--- src/hw/rtl/nfs_pkg.sv ---
// nfs_pkg: shared types and constants for the nearest five-smooth search
`default_nettype none
package nfs_pkg;

    localparam int unsigned VALUE_W = 32;
    localparam int unsigned PROD_W  = 2 * VALUE_W;

    // largest 5-smooth number that fits in 32 bits
    localparam logic [VALUE_W-1:0] SMOOTH_CLAMP = 32'd4271484375;

    typedef enum logic [2:0] {
        ST_IDLE,
        ST_SCAN,
        ST_SQUARE,
        ST_PRODUCT,
        ST_FINISH
    } nfs_state_t;

    // next point of the 2^a * 3^b * 5^c walk
    typedef struct packed {
        logic [VALUE_W-1:0] cand;
        logic [VALUE_W-1:0] row;
        logic [VALUE_W-1:0] col;
        logic               last;
    } nfs_step_t;

endpackage
`default_nettype wire

--- src/hw/rtl/nfs_step.sv ---
// nfs_step: advances the candidate walk over all 5-smooth numbers by one point
`default_nettype none
module nfs_step
    import nfs_pkg::*;
(
    input  wire logic [VALUE_W-1:0] cand,
    input  wire logic [VALUE_W-1:0] row,
    input  wire logic [VALUE_W-1:0] col,
    output nfs_step_t               step
);

    logic [VALUE_W+2:0] cand5;
    logic [VALUE_W+1:0] row3;
    logic [VALUE_W:0]   col2;

    assign cand5 = {3'b000, cand} + {1'b0, cand, 2'b00};
    assign row3  = {2'b00, row} + {1'b0, row, 1'b0};
    assign col2  = {col, 1'b0};

    always_comb begin
        step.cand = cand;
        step.row  = row;
        step.col  = col;
        step.last = 1'b0;
        if (cand5 <= {3'b000, SMOOTH_CLAMP}) begin
            step.cand = cand5[VALUE_W-1:0];
        end else if (row3 <= {2'b00, SMOOTH_CLAMP}) begin
            step.row  = row3[VALUE_W-1:0];
            step.cand = row3[VALUE_W-1:0];
        end else if (col2 <= {1'b0, SMOOTH_CLAMP}) begin
            step.col  = col2[VALUE_W-1:0];
            step.row  = col2[VALUE_W-1:0];
            step.cand = col2[VALUE_W-1:0];
        end else begin
            step.last = 1'b1;
        end
    end

endmodule
`default_nettype wire

--- src/hw/rtl/nearest_five_smooth.sv ---
// nearest_five_smooth: nearest 5-smooth number and smoothness flag of a 32-bit value
//
//   channel   ports                                 width   direction
//   input     s_valid s_ready s_value_in            32      in
//   result    m_valid m_ready m_nearest_smooth      32      out
//             m_input_is_smooth                     1       out
//
// one transfer runs through the accepting cycle, the candidate walk over each 5-smooth number
// up to the clamp (1,848 of them), the square and then the bounds product on the shared
// 32x32 multiplier, and the finish step that picks and loads the result register
// reset is synchronous and returns the sequencer to idle with no result pending
// s_ready is high only in idle; the finish step waits while a result is unread
`default_nettype none
module nearest_five_smooth
    import nfs_pkg::*;
(
    input  wire logic               aclk,
    input  wire logic               aresetn,
    input  wire logic               s_valid,
    output logic                    s_ready,
    input  wire logic [VALUE_W-1:0] s_value_in,
    output logic                    m_valid,
    input  wire logic               m_ready,
    output logic [VALUE_W-1:0]      m_nearest_smooth,
    output logic                    m_input_is_smooth
);

    nfs_state_t state_reg, state_next;

    logic [VALUE_W-1:0] raw_reg;
    logic [VALUE_W-1:0] val_reg;
    logic [VALUE_W-1:0] cand_reg;
    logic [VALUE_W-1:0] row_reg;
    logic [VALUE_W-1:0] col_reg;
    logic [VALUE_W-1:0] upper_reg;
    logic [VALUE_W-1:0] lower_reg;
    logic               smooth_reg;
    logic [PROD_W-1:0]  sq_reg;
    logic [PROD_W-1:0]  prod_reg;
    logic [VALUE_W-1:0] out_val_reg;
    logic               out_smooth_reg;
    logic               m_valid_reg;

    logic               in_xfer;
    logic               out_free;
    logic               scan_en;
    logic               load_sq;
    logic               load_prod;
    logic               out_load;
    logic [VALUE_W-1:0] val_clamped;
    logic [VALUE_W-1:0] mul_a;
    logic [VALUE_W-1:0] mul_b;
    logic [PROD_W-1:0]  mul_p;
    nfs_step_t          step;

    assign in_xfer  = s_valid && s_ready;
    assign out_free = !m_valid_reg || m_ready;

    always_comb begin
        if (s_value_in > SMOOTH_CLAMP) begin
            val_clamped = SMOOTH_CLAMP;
        end else if (s_value_in == '0) begin
            val_clamped = VALUE_W'(1);
        end else begin
            val_clamped = s_value_in;
        end
    end

    nfs_step u_step (
        .cand (cand_reg),
        .row  (row_reg),
        .col  (col_reg),
        .step (step)
    );

    // shared multiplier: square of the value, then product of the bounds
    always_comb begin
        if (state_reg == ST_SQUARE) begin
            mul_a = val_reg;
            mul_b = val_reg;
        end else begin
            mul_a = upper_reg;
            mul_b = lower_reg;
        end
    end
    assign mul_p = {{VALUE_W{1'b0}}, mul_a} * {{VALUE_W{1'b0}}, mul_b};

    // next state
    always_comb begin
        state_next = state_reg;
        case (state_reg)
            ST_IDLE: begin
                if (s_valid) begin
                    state_next = ST_SCAN;
                end
            end
            ST_SCAN: begin
                if (step.last) begin
                    state_next = ST_SQUARE;
                end
            end
            ST_SQUARE: begin
                state_next = ST_PRODUCT;
            end
            ST_PRODUCT: begin
                state_next = ST_FINISH;
            end
            ST_FINISH: begin
                if (out_free) begin
                    state_next = ST_IDLE;
                end
            end
            default: begin
                state_next = ST_IDLE;
            end
        endcase
    end

    // sequencer outputs
    always_comb begin
        s_ready   = 1'b0;
        scan_en   = 1'b0;
        load_sq   = 1'b0;
        load_prod = 1'b0;
        out_load  = 1'b0;
        case (state_reg)
            ST_IDLE: begin
                s_ready = 1'b1;
            end
            ST_SCAN: begin
                scan_en = 1'b1;
            end
            ST_SQUARE: begin
                load_sq = 1'b1;
            end
            ST_PRODUCT: begin
                load_prod = 1'b1;
            end
            ST_FINISH: begin
                out_load = out_free;
            end
            default: begin
                s_ready = 1'b0;
            end
        endcase
    end

    always_ff @(posedge aclk) begin
        if (!aresetn) begin
            state_reg   <= ST_IDLE;
            m_valid_reg <= 1'b0;
        end else begin
            state_reg <= state_next;
            if (out_load) begin
                m_valid_reg <= 1'b1;
            end else if (m_ready) begin
                m_valid_reg <= 1'b0;
            end
        end
    end

    // datapath
    always_ff @(posedge aclk) begin
        if (in_xfer) begin
            raw_reg    <= s_value_in;
            val_reg    <= val_clamped;
            cand_reg   <= VALUE_W'(1);
            row_reg    <= VALUE_W'(1);
            col_reg    <= VALUE_W'(1);
            upper_reg  <= SMOOTH_CLAMP;
            lower_reg  <= VALUE_W'(1);
            smooth_reg <= 1'b0;
        end
        if (scan_en) begin
            if (cand_reg >= val_reg && cand_reg < upper_reg) begin
                upper_reg <= cand_reg;
            end
            if (cand_reg <= val_reg && cand_reg > lower_reg) begin
                lower_reg <= cand_reg;
            end
            if (cand_reg == raw_reg) begin
                smooth_reg <= 1'b1;
            end
            cand_reg <= step.cand;
            row_reg  <= step.row;
            col_reg  <= step.col;
        end
        if (load_sq) begin
            sq_reg <= mul_p;
        end
        if (load_prod) begin
            prod_reg <= mul_p;
        end
        if (out_load) begin
            out_val_reg    <= (sq_reg > prod_reg) ? upper_reg : lower_reg;
            out_smooth_reg <= smooth_reg;
        end
    end

    assign m_valid           = m_valid_reg;
    assign m_nearest_smooth  = out_val_reg;
    assign m_input_is_smooth = out_smooth_reg;

endmodule
`default_nettype wire
--- config.mk ---
export PLATFORM = sky130hd
export DESIGN_NAME = nearest_five_smooth
export DESIGN_NICKNAME = d
export VERILOG_FILES = /design/src/hw/rtl/nfs_pkg.sv /design/src/hw/rtl/nfs_step.sv /design/src/hw/rtl/nearest_five_smooth.sv
export SDC_FILE = /design/constraint.sdc
export NUM_CORES = 2
export LEC_CHECK = 0
export ABC_AREA = 1
export BUFFER_PORTS_ARGS = -buffer_cell sky130_fd_sc_hd__buf_2
export CAP_MARGIN = 20
export CORE_MARGIN = 5
export CORE_UTILIZATION = 60
export CTS_CLUSTER_DIAMETER = 40
export CTS_CLUSTER_SIZE = 28
export DETAILED_ROUTE_END_ITERATION = 10
export GPL_ROUTABILITY_DRIVEN = 1
export PLACE_DENSITY = 0.79
export SLEW_MARGIN = 0
export SYNTH_ARGS = -nofsm -noshare
export SYNTH_HDL_FRONTEND = slang
export SYNTH_SLANG_ARGS = --single-unit
--- constraint.sdc ---
create_clock -name aclk -period 9.4 [get_ports aclk]
set_clock_uncertainty 0.1 [all_clocks]
set_input_delay 1.88 -clock aclk [delete_from_list [all_inputs] [get_ports aclk]]
set_output_delay 1.88 -clock aclk [all_outputs]
set_load 0.03 [all_outputs]
==> results.sh <==
export IMPL_ios=71
export IMPL_die_h_um=316
export IMPL_min_period_over_period_pct=97.6
export IMPL_crit_required_ns=9.70
export IMPL_cp_start_kind="register"
export IMPL_worstSetupPathType="register to register"
export IMPL_dieWidth_um=316
export IMPL_synth_top_cell_by_area="fa_1"
export IMPL_post_drt_wl_per_cell_um=22.0
export IMPL_initial_core_util_pct=60.4
export IMPL_tightest_slew_ns=1.19
export IMPL_synth_ff_type="edfxtp_1"
export IMPL_hold_depth=0
export IMPL_cts_tree="built"
export IMPL_synth_seq_area_share_pct=19.6
export IMPL_layout_drive_gt1_share_pct=7.07
export IMPL_rr_endpoint="prod_reg[60]"
export IMPL_ys_ff_latch=390
export IMPL_drtIter0Drc=5908
export IMPL_cts_buffer_depth=3
export IMPL_relSlewSlack_pct=20.9
export IMPL_worstHoldStart="smooth_reg"
export IMPL_grt_antenna_before_repair=2
export IMPL_portBuffers=70
export IMPL_grt_pass1_vias=47626
export IMPL_status="completed"
export IMPL_clkTransAtPathRegs_ns=0.07
export IMPL_htreeDepth=2
export IMPL_vias_per_cell=5.83
export IMPL_final_util_pct=65.9
export IMPL_grt_overflow=0
export IMPL_first_pass_iters=7
export IMPL_yosys_cell_types_count=60
export IMPL_dp_hpwl_mm=148
export IMPL_r2r_cells=30
export IMPL_cp_max_fo=23
export IMPL_nets=8354
export IMPL_grt_usage_pct=36.5
export IMPL_r2r_setup_slack_ns=0.23
export IMPL_worstPathArrival_ns=9.47
export IMPL_synth_top_area_share_pct=31.9
export IMPL_synthCells=6811
export IMPL_drv_cap=0
export IMPL_rr_startpoint="state_reg[2]"
export IMPL_ys_warn_count=0
export IMPL_synthTopCellsByCount="inv_1 (1,532), nand2_1 (1,334), fa_1 (898)"
export IMPL_holdPathEnd="m_input_is_smooth"
export IMPL_fmax_mhz=109
export IMPL_synth_avg_cell_area_sq_um=8.27
export IMPL_ant_nets=0
export IMPL_num_rows=112
export IMPL_clk_latency_ns=0.68
export IMPL_synth_most_common_cell="inv_1"
export IMPL_synth_area_leaders="fa_1 (32%), edfxtp_1 (17%), ha_1 (11%)"
export IMPL_vias=47988
export IMPL_hp_class="register to register"
export IMPL_fin_crit_ns=9.17
export IMPL_synth_fp_nets=8231
export IMPL_netlist_area_sq_mm=0.0564
export IMPL_slowest_delay_ns=0.59
export IMPL_crit_slowest_cell="fa_1"
export IMPL_cts_buffers=57
export IMPL_gp_congestion=1.01
export IMPL_cts_sinks=390
export IMPL_drc=0
export IMPL_regArea_sq_mm=0.0110
export IMPL_grt_max_degree=67
export IMPL_final_fill_count=7718
export IMPL_grt_pass1_wl_mm=276
export IMPL_async_reset_ff_share_pct=0
export IMPL_drt_total_wl_mm=182
export IMPL_finalHoldViolations=0
export IMPL_cts_root_buf="clkbuf_16"
export IMPL_setup_violations=0
export IMPL_core_area_sq_mm=0.0933
export IMPL_finalMaxSlewViolations=0
export IMPL_fp_dieArea_sq_mm=0.100
export IMPL_multiInputGateArea_sq_mm=0.0390
export IMPL_critPathCaptureType="register"
export IMPL_path_common_cell="fa_1"
export IMPL_syn2layout_area_growth_pct=9.20
export IMPL_synth_edf_count=321
metal layers:
metal / wire length [um] / track usage (%) / vias to the layer above / part of all wire [%]
met3: 27400 / 12.4 / 555 / 15
met1: 69300 / 51.1 / 23246 / 38
met5: 0 / 0 / - / 0
li1: - / - / 20994 / -
met2: 74400 / 51.4 / 3193 / 41
met4: 10600 / 17.0 / 0 / 5.8
area by class of cell:
cell class	instances	share of cell area, %
Clock inverter	48	1.03
Antenna cell	1	0.00407
Tap cell	1254	2.55
Timing Repair Buffer	274	3.32
Inverter	1559	9.52
Clock buffer	60	2.37
Multi-Input combinational cell	4652	63.3
Sequential cell	390	17.9
kinds of logic after synthesis:
group | synth area share (%)
adder cells (fa/ha/maj) | 42.7
AND/OR/NAND/NOR | 19.1
AO/OA/AOI/OAI | 5.27
flip-flops | 19.6
XOR/XNOR | 1.54
buffers and inverters | 11.9
how the worst max path moves through the flow:
stage / from / slack (ns) / cells past startpoint / end
after detailed placement: state_reg[2] / -0.01 / 30 / sq_reg[60]
after floorplan: state_reg[2] / 0.25 / 34 / prod_reg[54]
after CTS: state_reg[2] / 0.04 / 30 / sq_reg[61]
after global routing: state_reg[2] / -0.009 / 33 / prod_reg[58]
after global placement: state_reg[2] / 0.09 / 30 / sq_reg[60]
final: state_reg[2] / 0.23 / 30 / prod_reg[60]
per-stage QoR:
step	hold slack [ns]	TNS (ns)	std cells	area, sq um	worst slack, ns
6_report	0.413	0	8238	61500	0.226
5_1_grt	0.411	-0.0232	8237	61500	-0.00907
4_1_cts	0.407	0	8234	61400	0.0411
3_5_place_dp	0.386	-0.0264	8126	59300	-0.0132
3_3_place_gp	0.396	0	8124	59300	0.0925
2_1_floorplan	0.309	0	6811	56400	0.250
layout by cell type, fill, tap and decap left out, types with 22 or more instances in the layout:
cell type / Yosys / final
inv_1: 1532 / 1531
nand2_1: 1334 / 1332
a21oi_1: 209 / 207
ha_1: 486 / 486
buf_4: 3 / 192
fa_1: 898 / 898
nand3_1: 245 / 245
o21ai_0: 172 / 147
dfxtp_1: 69 / 69
nor3_1: 34 / 33
xor2_1: 46 / 46
nand4_1: 56 / 56
a31oi_1: 22 / 22
nor2_1: 867 / 864
xnor2_1: 53 / 53
edfxtp_1: 321 / 321
o21ai_1: 52 / 33
clkbuf_16: 0 / 58
o21ai_2: 1 / 35
buf_2: 4 / 70
worst max-delay path, delay by kind of cell (launching register included):
kind	cells	cell delay [ns]
AND/OR/NAND/NOR	7	1.18
buffers and inverters	8	1.30
adder cells (fa/ha/maj)	9	4.31
XOR/XNOR	1	0.18
AO/OA/AOI/OAI	5	1.31
flip-flops	1	0.48
what timing repair did:
action,4_1_cts,5_1_grt
setup endpoints to repair,2,32
buffers inserted,0,2
hold buffers,0,0
resized for setup,1,10
pin swaps,0,1
Power is left out: the tool's default activity adds up to more than one toggle a clock period on the data nets, which glitch-free logic cannot reach.
